[config.mk]
export PLATFORM = sky130hd
export DESIGN_NAME = sample_delta_byte_encoder
export DESIGN_NICKNAME = d
export VERILOG_FILES = /design/src/sv/sdbe_pkg.sv /design/src/sv/sdbe_front.sv /design/src/sv/sdbe_queue.sv /design/src/sv/sdbe_back.sv /design/src/sv/sample_delta_byte_encoder.sv
export SDC_FILE = /design/constraint.sdc
export NUM_CORES = 1
export LEC_CHECK = 0
export BUFFER_PORTS_ARGS = -buffer_cell sky130_fd_sc_hd__buf_2
export CORE_UTILIZATION = 55
export CTS_CLUSTER_DIAMETER = 80
export DETAILED_ROUTE_END_ITERATION = 6
export HOLD_SLACK_MARGIN = 0.12
export PLACE_DENSITY = 0.83
export SKIP_LAST_GASP = 1
export SLEW_MARGIN = 5
export SYNTH_ARGS = -nofsm -noshare
export SYNTH_HDL_FRONTEND = slang
export SYNTH_SLANG_ARGS = --single-unit
[constraint.sdc]
create_clock -name clk_i -period 3.7 [get_ports clk_i]
set_input_delay 0.185 -clock clk_i [delete_from_list [all_inputs] [get_ports clk_i]]
set_output_delay 0.185 -clock clk_i [all_outputs]
set_load 0.02 [all_outputs]
[src/sv/sdbe_pkg.sv]
// shared types and codes for the sample delta byte encoder
// no dependencies

package sdbe_pkg;

  localparam logic [1:0] OP_LONE  = 2'd0;
  localparam logic [1:0] OP_FIRST = 2'd1;
  localparam logic [1:0] OP_NEXT  = 2'd2;

  localparam logic [7:0] ESC_RAW = 8'h80;
  localparam logic [7:0] ESC_NEG = 8'h81;
  localparam logic [7:0] ESC_POS = 8'h82;

  localparam logic [16:0] NEG_OFFSET = 17'd126;
  localparam logic [16:0] POS_OFFSET = 17'd128;

  localparam int unsigned QueueDepth = 2;
  localparam int unsigned QueuePtrW  = $clog2(QueueDepth);
  localparam int unsigned QueueCntW  = $clog2(QueueDepth + 1);

  // one coded item: up to three bytes and the index of its last byte
  typedef struct packed {
    logic [1:0] last_idx;
    logic [7:0] byte2;
    logic [7:0] byte1;
    logic [7:0] byte0;
  } cmd_t;

  typedef struct packed {
    logic valid;
    cmd_t cmd;
  } cmd_req_t;

endpackage

[src/sv/sdbe_front.sv]
// front part: accepts items, forms the delta of a following sample and codes each item into a command
// depends on sdbe_pkg

module sdbe_front import sdbe_pkg::*; (
  input  logic            clk_i,
  input  logic            rst_ni,
  input  logic            in_valid_i,
  output logic            in_stall_o,
  input  logic [1:0]      op_i,
  input  logic [7:0]      raw_byte_i,
  input  logic signed [15:0] sample_i,
  input  logic            queue_full_i,
  output cmd_req_t        push_o
);

  logic [15:0] prev_q, prev_d;
  logic        accept;
  logic signed [16:0] delta;
  logic signed [16:0] neg_delta;
  logic [16:0] neg_byte;
  logic [16:0] pos_byte;

  assign in_stall_o = queue_full_i;
  assign accept     = in_valid_i && !queue_full_i;

  assign delta     = {sample_i[15], sample_i} - {prev_q[15], prev_q};
  assign neg_delta = -delta;
  assign neg_byte  = neg_delta - NEG_OFFSET;
  assign pos_byte  = delta - POS_OFFSET;

  always_comb begin
    push_o       = '0;
    prev_d       = prev_q;
    unique case (op_i)
      OP_LONE: begin
        push_o.valid        = accept;
        push_o.cmd.byte0    = raw_byte_i;
        push_o.cmd.last_idx = 2'd0;
      end
      OP_FIRST: begin
        push_o.valid        = accept;
        push_o.cmd.byte0    = sample_i[7:0];
        push_o.cmd.byte1    = sample_i[15:8];
        push_o.cmd.last_idx = 2'd1;
        if (accept) prev_d = sample_i;
      end
      OP_NEXT: begin
        push_o.valid = accept;
        if (accept) prev_d = sample_i;
        if (delta >= -17'sd125 && delta <= 17'sd127) begin
          push_o.cmd.byte0    = delta[7:0];
          push_o.cmd.last_idx = 2'd0;
        end else if (delta >= -17'sd381 && delta <= -17'sd126) begin
          push_o.cmd.byte0    = ESC_NEG;
          push_o.cmd.byte1    = neg_byte[7:0];
          push_o.cmd.last_idx = 2'd1;
        end else if (delta >= 17'sd128 && delta <= 17'sd383) begin
          push_o.cmd.byte0    = ESC_POS;
          push_o.cmd.byte1    = pos_byte[7:0];
          push_o.cmd.last_idx = 2'd1;
        end else begin
          push_o.cmd.byte0    = ESC_RAW;
          push_o.cmd.byte1    = sample_i[7:0];
          push_o.cmd.byte2    = sample_i[15:8];
          push_o.cmd.last_idx = 2'd2;
        end
      end
      default: begin
        push_o.valid = 1'b0;
      end
    endcase
  end

  always_ff @(posedge clk_i or negedge rst_ni) begin
    if (!rst_ni) begin
      prev_q <= '0;
    end else begin
      prev_q <= prev_d;
    end
  end

endmodule

[src/sv/sdbe_queue.sv]
// short command queue between the front and back parts
// depends on sdbe_pkg

module sdbe_queue import sdbe_pkg::*; (
  input  logic     clk_i,
  input  logic     rst_ni,
  input  cmd_req_t push_i,
  input  logic     pop_i,
  output logic     full_o,
  output cmd_req_t head_o
);

  cmd_t                 mem_q [QueueDepth];
  logic [QueuePtrW-1:0] wr_ptr_q, wr_ptr_d;
  logic [QueuePtrW-1:0] rd_ptr_q, rd_ptr_d;
  logic [QueueCntW-1:0] count_q, count_d;
  logic                 do_push, do_pop;

  assign full_o       = (count_q == QueueCntW'(QueueDepth));
  assign head_o.valid = (count_q != '0);
  assign head_o.cmd   = mem_q[rd_ptr_q];

  assign do_push = push_i.valid && !full_o;
  assign do_pop  = pop_i && head_o.valid;

  always_comb begin
    wr_ptr_d = wr_ptr_q;
    rd_ptr_d = rd_ptr_q;
    count_d  = count_q;
    if (do_push) wr_ptr_d = (wr_ptr_q == QueuePtrW'(QueueDepth - 1)) ? '0 : wr_ptr_q + 1'b1;
    if (do_pop)  rd_ptr_d = (rd_ptr_q == QueuePtrW'(QueueDepth - 1)) ? '0 : rd_ptr_q + 1'b1;
    if (do_push && !do_pop)      count_d = count_q + 1'b1;
    else if (!do_push && do_pop) count_d = count_q - 1'b1;
  end

  always_ff @(posedge clk_i) begin
    if (do_push) mem_q[wr_ptr_q] <= push_i.cmd;
  end

  always_ff @(posedge clk_i or negedge rst_ni) begin
    if (!rst_ni) begin
      wr_ptr_q <= '0;
      rd_ptr_q <= '0;
      count_q  <= '0;
    end else begin
      wr_ptr_q <= wr_ptr_d;
      rd_ptr_q <= rd_ptr_d;
      count_q  <= count_d;
    end
  end

endmodule

[src/sv/sdbe_back.sv]
// back part: walks the bytes of the head command into the output register
// depends on sdbe_pkg

module sdbe_back import sdbe_pkg::*; (
  input  logic       clk_i,
  input  logic       rst_ni,
  input  cmd_req_t   head_i,
  output logic       pop_o,
  output logic       out_valid_o,
  input  logic       out_stall_i,
  output logic [7:0] out_byte_o,
  output logic       run_end_o
);

  logic [1:0] idx_q, idx_d;
  logic       out_valid_q, out_valid_d;
  logic [7:0] out_byte_q, out_byte_d;
  logic       run_end_q, run_end_d;
  logic       load;
  logic       is_last;
  logic [7:0] sel_byte;

  assign load    = head_i.valid && (!out_valid_q || !out_stall_i);
  assign is_last = (idx_q == head_i.cmd.last_idx);
  assign pop_o   = load && is_last;

  always_comb begin
    unique case (idx_q)
      2'd0:    sel_byte = head_i.cmd.byte0;
      2'd1:    sel_byte = head_i.cmd.byte1;
      default: sel_byte = head_i.cmd.byte2;
    endcase
  end

  always_comb begin
    idx_d       = idx_q;
    out_valid_d = out_valid_q;
    out_byte_d  = out_byte_q;
    run_end_d   = run_end_q;
    if (load) begin
      out_valid_d = 1'b1;
      out_byte_d  = sel_byte;
      run_end_d   = is_last;
      idx_d       = is_last ? 2'd0 : idx_q + 2'd1;
    end else if (!out_stall_i) begin
      out_valid_d = 1'b0;
    end
  end

  always_ff @(posedge clk_i or negedge rst_ni) begin
    if (!rst_ni) begin
      idx_q       <= '0;
      out_valid_q <= 1'b0;
    end else begin
      idx_q       <= idx_d;
      out_valid_q <= out_valid_d;
    end
  end

  always_ff @(posedge clk_i) begin
    out_byte_q <= out_byte_d;
    run_end_q  <= run_end_d;
  end

  assign out_valid_o = out_valid_q;
  assign out_byte_o  = out_byte_q;
  assign run_end_o   = run_end_q;

endmodule

[src/sv/sample_delta_byte_encoder.sv]
// top level of the sample delta byte encoder: front, command queue and back
// depends on sdbe_pkg, sdbe_front, sdbe_queue and sdbe_back
//
//   channel  handshake              payload
//   in       in_valid_i/in_stall_o  op_i, raw_byte_i, sample_i
//   out      out_valid_o/out_stall_i out_byte_o, run_end_o
//
// the output emits one byte a cycle unless out_stall_i holds it; an item
// codes to one to three bytes: one for a lone byte or short delta, two for a
// first sample or short escape, three for a raw escape
// a two-entry command queue lets the front take items while bytes drain
// reset clears the previous sample to zero and empties the queue
// an item of op 3 is taken and dropped

module sample_delta_byte_encoder import sdbe_pkg::*; (
  input  logic               clk_i,
  input  logic               rst_ni,
  input  logic               in_valid_i,
  output logic               in_stall_o,
  input  logic [1:0]         op_i,
  input  logic [7:0]         raw_byte_i,
  input  logic signed [15:0] sample_i,
  output logic               out_valid_o,
  input  logic               out_stall_i,
  output logic [7:0]         out_byte_o,
  output logic               run_end_o
);

  cmd_req_t push;
  cmd_req_t head;
  logic     queue_full;
  logic     pop;

  sdbe_front u_front (
    .clk_i       (clk_i),
    .rst_ni      (rst_ni),
    .in_valid_i  (in_valid_i),
    .in_stall_o  (in_stall_o),
    .op_i        (op_i),
    .raw_byte_i  (raw_byte_i),
    .sample_i    (sample_i),
    .queue_full_i(queue_full),
    .push_o      (push)
  );

  sdbe_queue u_queue (
    .clk_i (clk_i),
    .rst_ni(rst_ni),
    .push_i(push),
    .pop_i (pop),
    .full_o(queue_full),
    .head_o(head)
  );

  sdbe_back u_back (
    .clk_i      (clk_i),
    .rst_ni     (rst_ni),
    .head_i     (head),
    .pop_o      (pop),
    .out_valid_o(out_valid_o),
    .out_stall_i(out_stall_i),
    .out_byte_o (out_byte_o),
    .run_end_o  (run_end_o)
  );

endmodule

==> results.md, run 1 <==
- Final ANT Viol Nets: 0
- Relative slew slack: 0.304
- Clk sinks: 84
- Syn_nets: 516
- Synth Warn #: 0
- RD Place Congestion: 0.958
- # diodes: 0
- Starting Density: 0.566
- Synth Area in Compound Gates: 0.196
- Simple-gate share of the synthesized area: 0.134
- Post-synth ARST share: 0.274
- CTS tree: done
- DRC Markers: 0
- Max Slew Vio Count: 0
- Synth Area in XOR/XNOR: 0.0285
- Top cells by area, synth: edfxtp_1, dfrtp_1, ha_1
- Pwr per Cell Area: 831 nW/µm²
- Num CTS Buffers: 9
- Critical Path End Type: flip-flop
- NumNets Final: 565
- Most common cell in the netlist: edfxtp_1
- Setup CP Type: flip-flop to flip-flop
- Die ar.: 9310 µm²
- Tightest Pin Transition: 1.04 ns
- Total grt overflow: 0
- Period utilization: 0.984
- Max Cap Viol: 0
- #FFs+latches synth: 84
- Mux contribution to synthesized area: 0.0415
- Largest net degree at the start of global routing: 27
- Sequential fraction of the synthesis area: 0.490
- Number of global-route vias before repair: 3626
- Global-route wire length before repair: 17100 µm
- Worst Path Max Fanout: 9
- Core footprint: 8680 µm²
- Final Core Density: 0.643
- H-tree depth: 3
- Max Clk Rate: 275 MHz
- Via density: 6.14
- Vias: 3804
- Status: finished, final reports clean
- Ys flop type: edfxtp_1
- Final worst setup slack: 0.0592 ns
- # setup viols final: 0
- Clock-pin transition on the worst setup and hold timing paths: 0.09 ns
- Area leader, netlist: edfxtp_1
- Syn Area/Cell: 10.7 µm²
- Largest family of logic cells by synthesized area: compound AO/OA/AOI/OAI gates
- Clock Skews: 0.0140 ns
- Post-synthesis cell count: 458
- Top-Level Pins: 41
- Hold WC Path Type: input pin to flip-flop
- Routed WL per cell: 17.7 µm
- Worst-Skew Late Latency: 0.37 ns
- Crit path DAT: 3.78 ns
- Synth cell count leaders: edfxtp_1, nand2_1, nor2_1
- Initial antenna violation count: 0
- Bufs on Longest Clock Path: 2
- Fraction of layout cells with a size suffix above 1: 0.195
- Mapped cell area: 4910 µm²
- DP HPWL: 8050 µm
- WL final: 11000 µm
- Leak pwr: 0.00225 µW
- Peak supply drop: 0.000374 V
- Total track usage: 0.246
- Synth top area share: 0.373
- Syn-to-layout area delta: 13.6%
- Number of flops mapped to enable cells by yosys: 61
- Height of the die: 96.5 µm
- Detailed router's first-iteration violation count: 295
- I/O Buffers: 40
- Post-Synth Adder-Cell Area: 0.0729
- Startpoint types: flip-flop
- Tmin final: 3.64 ns
- Unique masters post-synth: 64
- Root Driver: clkbuf_8
- Data required time of the critical path: 3.84 ns
- Fillers: 696
- Fin. Hold Viols: 0
- Initial DRT Pass Iterations: 5
- DIE WIDTH: 96.5 µm
- Pre-CTS setup slack: 0.0884 ns
- Rows: 34
kinds of logic after synthesis:
logic type	Yosys count
AOI/OAI and AO/OA	139
xor gates and xnor gates	16
adders and majority gates	28
buffers and inverters	46
DFF	84
muxes	18
and+or+nand+nor	127
flip-flops by register name, indices dropped and copies added (netlist names):
signal	flops
u_queue.count_q	2
u_back.out_byte_o	8
u_front.prev_q	16
u_queue.rd_ptr_q	1
u_queue.wr_ptr_q	1
u_back.idx_q	2
u_back.out_valid_o	1
u_queue.mem_q	52
u_back.run_end_o	1
critical path, cell delays in order (launching register included):
cell and delay, ns:
dfrtp_1 0.39, ha_1 0.21, fa_1 0.39, nand2b_1 0.21, a21oi_2 0.23, nand3_1 0.23
a21oi_1 0.20, o22ai_1 0.10, nand4b_1 0.20, or4_1 0.60, nand2_4 0.17, o22ai_1 0.10
o31ai_1 0.37
timing repair:
item / in CTS / in global routing
endpoints found under the hold margin: 28 / 0
setup buffers: 0 / 3
resized for setup: 0 / 10
endpoints found under the setup margin: 0 / 34
hold buffers: 6 / 0
power by group:
part / internal (µW) / switching [µW] / leakage [µW]
Combinational: 923 / 1460 / 0.00129
Clock: 391 / 360 / 0.000117
Sequential: 1350 / 148 / 0.000851
Total: 2670 / 1970 / 0.00225
cells in the final DEF, fill, tap and decap left out, types with 3 or more instances in the layout:
cell type	instances
edfxtp_1	61
buf_2	40
nand2_1	35
nor2_1	32
inv_1	29
ha_1	27
a21oi_1	23
dfrtp_1	23
o21ai_0	17
and2_1	15
mux2_2	15
a22oi_1	14
nand3_1	11
xnor2_1	10
o22ai_1	10
a21o_1	9
a211oi_1	9
clkbuf_8	9
buf_4	9
o31ai_1	8
a22o_1	8
a31oi_1	8
o21a_1	6
dlygate4sd3_1	6
nand2b_1	5
xor2_1	5
o21ai_1	3
a21oi_2	3
o211ai_1	3
nor3b_1	3
inv_6	3
layer usage:
layer  global-route usage  up-vias  share of wire
li1                     -     1810              -
met1                0.301     1811           0.41
met2                0.428      155           0.51
met3               0.0454       28          0.058
met4                0.100        0          0.020
met5                    0        -              0
final cells by class:
class / instances / area (µm²) / share of cell area
sequential: 84 / 2410 / 0.432
multi-input combinational: 328 / 2370 / 0.425
timing repair buffer: 55 / 328 / 0.0588
tap: 108 / 135 / 0.0242
clock buffer: 9 / 124 / 0.0222
inverter: 29 / 109 / 0.0195
clock inverter: 7 / 103 / 0.0184
path summary, 6_finish.rpt:
check,slack (ns),start,cells after the start,endpoint
worst min-delay path,0.14,sample_i[9],2,u_front.prev_q[9]
worst min register to register,0.50,u_queue.count_q[1],1,u_queue.count_q[1]
max in group asynchronous,3.00,rst_ni,2,u_front.prev_q[7]
worst max-delay path,0.06,u_front.prev_q[0],12,u_queue.mem_q[1][11]
worst max register to register,0.06,u_front.prev_q[0],12,u_queue.mem_q[1][11]
min in group asynchronous,0.33,rst_ni,2,u_front.prev_q[10]
stage by stage:
stage / hold slack (ns) / cells / TNS [ns] / power [µW] / area (µm²)
6_report: 0.143 / 620 / 0 / 4630 / 5580
5_1_grt: 0.140 / 620 / -0.0927 / 4970 / 5580
4_1_cts: 0.126 / 617 / 0 / 4570 / 5510
3_5_place_dp: 0.203 / 595 / 0 / 3820 / 5220
3_3_place_gp: 0.192 / 595 / 0 / 3700 / 5220
2_1_floorplan: -0.111 / 458 / 0 / 3280 / 4910
Note: power is estimated with default switching activity, not from simulation.
==> run 2, diff against run 1 <==
- BUFFER_PORTS_ARGS: -buffer_cell sky130_fd_sc_hd__buf_2 -> -buffer_cell sky130_fd_sc_hd__buf_4
- CORE_MARGIN: not set -> 8
- HOLD_SLACK_MARGIN: 0.12 -> 0.02
==> results.md, run 2 (synthesized netlist as in run 1, its figures left out) <==
- Worst-Skew Late Latency: 0.36 ns
- Worst Hold End: u_front.prev_q[15]
- Clock Skews: 0.00973 ns
- Detailed router's first-iteration violation count: 401
- DP Area: 5320 µm²
- Leak pwr: 0.00224 µW
- # diodes: 0
- Final Power: 4550 µW
- Largest net degree at the start of global routing: 27
- Tmin final: 3.59 ns
- Fin. Hold Viols: 0
- Pwr per Cell Area: 814 nW/µm²
- Height of the die: 110 µm
- DP HPWL: 8420 µm
- Initial DRT Pass Iterations: 5
- Relative slew slack: 0.222
- Reg-to-Reg Start: u_front.prev_q[0]
- Critical Path End Type: flip-flop
- R2R Setup Slk: 0.11 ns
- WL final: 11400 µm
- Fin Setup TNS: 0 ns
- Number of global-route vias before repair: 3789
- Largest Register: u_queue.mem_q
- CTS tree: done
- Max reg flops: 52
- Net switching power: 1990 µW
- Fraction of layout cells with a size suffix above 1: 0.201
- Global-route wire length before repair: 18500 µm
- Finished Cell Area: 5590 µm²
- Peak supply drop: 0.000456 V
- Most frequent cells in the layout: edfxtp_1, buf_4, nand2_1, nor2_1, inv_1
- Final ANT Viol Nets: 0
- NumNets Final: 561
- RD Place Congestion: 1.03
- Rows: 34
- Internal: 2560 µW
- Num CTS Buffers: 9
- Vias: 3844
- Tightest Pin Transition: 1.17 ns
- Root Driver: clkbuf_8
- Period utilization: 0.971
- DIE WIDTH: 110 µm
- Data required time of the critical path: 3.78 ns
- Clk sinks: 84
- Hold WC Path Type: input pin to flip-flop
- Max Cap Viol: 0
- Fillers: 681
- Top-Level Pins: 41
- Max Slew Vio Count: 0
- Hold wc startpoint: sample_i[15]
- Total track usage: 0.182
- Core footprint: 8680 µm²
- Total grt overflow: 0
- # setup viols final: 0
- Bufs on Longest Clock Path: 2
- Die ar.: 12200 µm²
- Routed WL per cell: 18.5 µm
- DRC Markers: 0
- Switching Fraction: 0.437
- R2r worst-path depth: 12
- Commonest non-fill, non-tap cell in the layout: edfxtp_1
- Starting Density: 0.566
- Syn-to-layout area delta: 13.8%
- Worst Path Max Fanout: 6
- WHS: 0.105 ns
- Crit path DAT: 3.67 ns
- Depth of the worst hold-timing path: 2
- Logic pwr share: 0.535
- Max Clk Rate: 278 MHz
- Setup CP Type: flip-flop to flip-flop
- Status: finished, final reports clean
- Via density: 6.24
- Initial antenna violation count: 0
- Power share of the sequential group: 0.331
- Clock-pin transition on the worst setup and hold timing paths: 0.09 ns
- I/O Buffers: 40
- Startpoint types: flip-flop
- Reg2Reg Capture Point: u_queue.mem_q[0][14]
- Clock power share: 0.134
- H-tree depth: 3
-- run 2: changes by cell type in the layout (fill, tap and decap cells not counted), sizes merged --
cell,before,now
clkinvlp,0,1
bufinv,2,0
buf,49,48
clkbuf,9,10
inv,33,32
dlygate4sd3,6,2
clkinv,1,3
-- run 2: stage by stage --
| stage | setup slack (ns) | util | instances |
|---|---|---|---|
| 6_report | 0.106 | 0.644 | 616 |
| 5_1_grt | -0.0377 | 0.644 | 616 |
| 4_1_cts | 0.108 | 0.636 | 613 |
| 3_5_place_dp | 0.142 | 0.613 | 595 |
| 3_3_place_gp | 0.221 | 0.613 | 595 |
| 2_1_floorplan | 0.399 | - | 458 |
-- run 2: how the worst max path moves through the flow --
stage	start	to	slack, ns	cells past startpoint
2_1_floorplan	u_front.prev_q[0]	u_queue.mem_q[0][14]	0.40	12
3_3_place_gp	u_front.prev_q[0]	u_queue.mem_q[1][14]	0.22	12
3_5_place_dp	u_front.prev_q[0]	u_queue.mem_q[0][25]	0.14	13
4_1_cts	u_front.prev_q[0]	u_queue.mem_q[0][8]	0.11	10
5_1_grt	u_front.prev_q[0]	u_queue.mem_q[0][14]	-0.04	12
6_report	u_front.prev_q[0]	u_queue.mem_q[0][14]	0.11	12
-- run 2: final cells by class --
| class | count | area [µm²] | area share |
|---|---|---|---|
| clock buffer | 9 | 124 | 0.0222 |
| clock inverter | 7 | 56.3 | 0.0101 |
| multi-input combinational | 328 | 2370 | 0.424 |
| tap | 108 | 135 | 0.0242 |
| timing repair buffer | 51 | 385 | 0.0690 |
| sequential | 84 | 2410 | 0.431 |
| inverter | 29 | 109 | 0.0195 |
-- run 2: timing repair --
item / CTS / global route
endpoints found under the hold margin: 24 / 0
gates resized for setup: 0 / 10
buffers inserted: 0 / 3
endpoints found under the setup margin: 0 / 48
hold buffers: 2 / 0
-- run 2: critical path, stage by stage, from the launching register on --
cell and delay (ns):
dfrtp_1 0.39, ha_1 0.21, fa_1 0.40, nand2b_1 0.20, a21oi_2 0.17, xor2_2 0.12
or3_4 0.40, or3_4 0.37, a22oi_2 0.18, nand4_2 0.17, or3_1 0.40, a21oi_1 0.19
o31ai_1 0.12
-- run 2: metal layers --
layer	vias up	GRT usage	part of all wire
li1	1799	-	-
met5	-	0	0
met4	0	0.0712	0.025
met1	1814	0.210	0.40
met2	191	0.314	0.51
met3	40	0.0455	0.069
-- run 2: power by group through the flow --
stage / registers [µW] / clock network, µW / logic [µW]
after floorplan: 1540 / 0 / 1740
after global placement: 1510 / 0 / 2250
after detailed placement: 1530 / 0 / 2340
after CTS: 1510 / 622 / 2360
after global routing: 1540 / 659 / 2660
final: 1510 / 612 / 2430
==> run 3, diff against run 2 <==
- MAX_ROUTING_LAYER: not set -> met4
==> results.md, run 3 (synthesized netlist as in run 1, its figures left out) <==
- Height of the die: 110 µm
- RD Place Congestion: 0.953
- Clock-pin transition on the worst setup and hold timing paths: 0.09 ns
- Fin. Hold Viols: 0
- Crit path to: u_queue.mem_q[1][14]
- Worst Path Max Fanout: 5
- Period utilization: 0.959
- Syn-to-layout area delta: 14.1%
- Pwr per Cell Area: 825 nW/µm²
- Pre-CTS setup slack: 0.0741 ns
- Largest Register: u_queue.mem_q
- # diodes: 0
- Tmin final: 3.55 ns
- WL final: 11200 µm
- Fraction of layout cells with a size suffix above 1: 0.197
- Fillers: 671
- Commonest non-fill, non-tap cell in the layout: edfxtp_1
- Worst-Skew Late Latency: 0.36 ns
- DIE WIDTH: 110 µm
- Number of global-route vias before repair: 3750
- Max Cap Viol: 0
- Tightest Pin Transition: 1.18 ns
- Initial antenna violation count: 0
- R2R Setup Slk: 0.15 ns
- Max Slew Vio Count: 0
- Reg-to-Reg Start: u_front.prev_q[0]
- Root Driver: clkbuf_8
- Final ANT Viol Nets: 0
- R2r worst-path depth: 11
- Detailed router's first-iteration violation count: 301
- I/O Buffers: 40
- Largest net degree at the start of global routing: 27
- Initial DRT Pass Iterations: 5
- Die ar.: 12200 µm²
- Total track usage: 0.183
- Num CTS Buffers: 9
- DRC Markers: 0
- Status: finished, final reports clean
- Total grt overflow: 0
- Final Power: 4620 µW
- Crit path DAT: 3.64 ns
- # setup viols final: 0
- Starting Density: 0.566
- Clock Skews: 0.0122 ns
- Fin Setup TNS: 0 ns
- Global-route wire length before repair: 18100 µm
- Most frequent cells in the layout: edfxtp_1, buf_4, nand2_1, nor2_1, inv_1
- RSZ-0062 raised after global routing: false
- Critical Path End Type: flip-flop
- Max reg flops: 52
- Post-layout instance count excluding filler cells: 615
- Rows: 34
- DP HPWL: 8420 µm
- NumNets Final: 560
- Setup crit start: u_front.prev_q[0]
- Clk sinks: 84
- Reg2Reg Capture Point: u_queue.mem_q[1][14]
- Top-Level Pins: 41
- Vias: 3804
- Cells after DPL: 595
- Via density: 6.19
- Final worst setup slack: 0.153 ns
- Max Clk Rate: 282 MHz
- CTS tree: done
- Hold WC Path Type: input pin to flip-flop
- Peak supply drop: 0.000366 V
- Relative slew slack: 0.214
- H-tree depth: 3
- Setup CP Type: flip-flop to flip-flop
- Startpoint types: flip-flop
- Leak pwr: 0.00224 µW
- Data required time of the critical path: 3.79 ns
- Routed WL per cell: 18.2 µm
- Core footprint: 8680 µm²
- Bufs on Longest Clock Path: 2
==> run 3: worst min path at each step <==
stage,startpoint,to,slack [ns],cells past startpoint
4_1_cts,sample_i[15],u_front.prev_q[15],0.08,2
3_3_place_gp,rst_ni,u_front.prev_q[3],0.10,1
3_5_place_dp,rst_ni,u_front.prev_q[10],0.11,1
6_report,sample_i[15],u_front.prev_q[15],0.09,2
5_1_grt,sample_i[15],u_front.prev_q[15],0.08,2
2_1_floorplan,rst_ni,u_back.idx_q[0],-0.11,0
==> run 3: metrics by stage <==
| step | utilization | instance area [µm²] | hold WS, ns |
|---|---|---|---|
| after detailed placement | 0.613 | 5320 | 0.109 |
| after floorplan | - | 4910 | -0.111 |
| final | 0.645 | 5600 | 0.0932 |
| after global routing | 0.645 | 5600 | 0.0840 |
| after global placement | 0.613 | 5320 | 0.101 |
| after CTS | 0.639 | 5540 | 0.0778 |
==> run 3: critical path, stage by stage (launching register included) <==
cell and delay [ns]:
dfrtp_1 0.39, ha_1 0.21, fa_2 0.58, inv_1 0.10, a21o_1 0.21, or3_4 0.36
or3_4 0.38, a22oi_2 0.19, nand4_2 0.19, or3_1 0.40, a21oi_1 0.17, o31ai_1 0.10
==> run 3: power by group <==
| group | leakage (µW) | total, µW | switching (µW) | internal (µW) |
|---|---|---|---|---|
| sequential | 0.000851 | 1510 | 152 | 1360 |
| clock | 0.000101 | 672 | 351 | 321 |
| combinational | 0.00129 | 2440 | 1470 | 974 |
| total | 0.00224 | 4620 | 1970 | 2650 |
==> run 3: layout make-up <==
class	count	area [µm²]	share of cell area
flip-flops and latches	84	2410	0.430
multi-input cells	328	2360	0.422
repair buffers	50	380	0.0679
well taps	108	135	0.0241
clock buffers	9	124	0.0221
inverters	29	109	0.0194
clock inverters	7	81.3	0.0145
==> run 3: timing repair <==
| item | in CTS | in global routing |
|---|---|---|
| hold buffers | 2 | 0 |
| setup endpoints to repair | 0 | 39 |
| endpoints found under the hold margin | 24 | 0 |
| setup buffers | 0 | 2 |
| gates resized for setup | 0 | 9 |
==> run 3: routing by layer <==
metal  wire (µm)  track usage  up-vias  share of wire
met5           0            -        -              0
met4         240       0.0658        0          0.021
met3         598       0.0400       34          0.053
met2        5800        0.313      136           0.52
met1        4580        0.206     1837           0.41
li1            -            -     1797              -
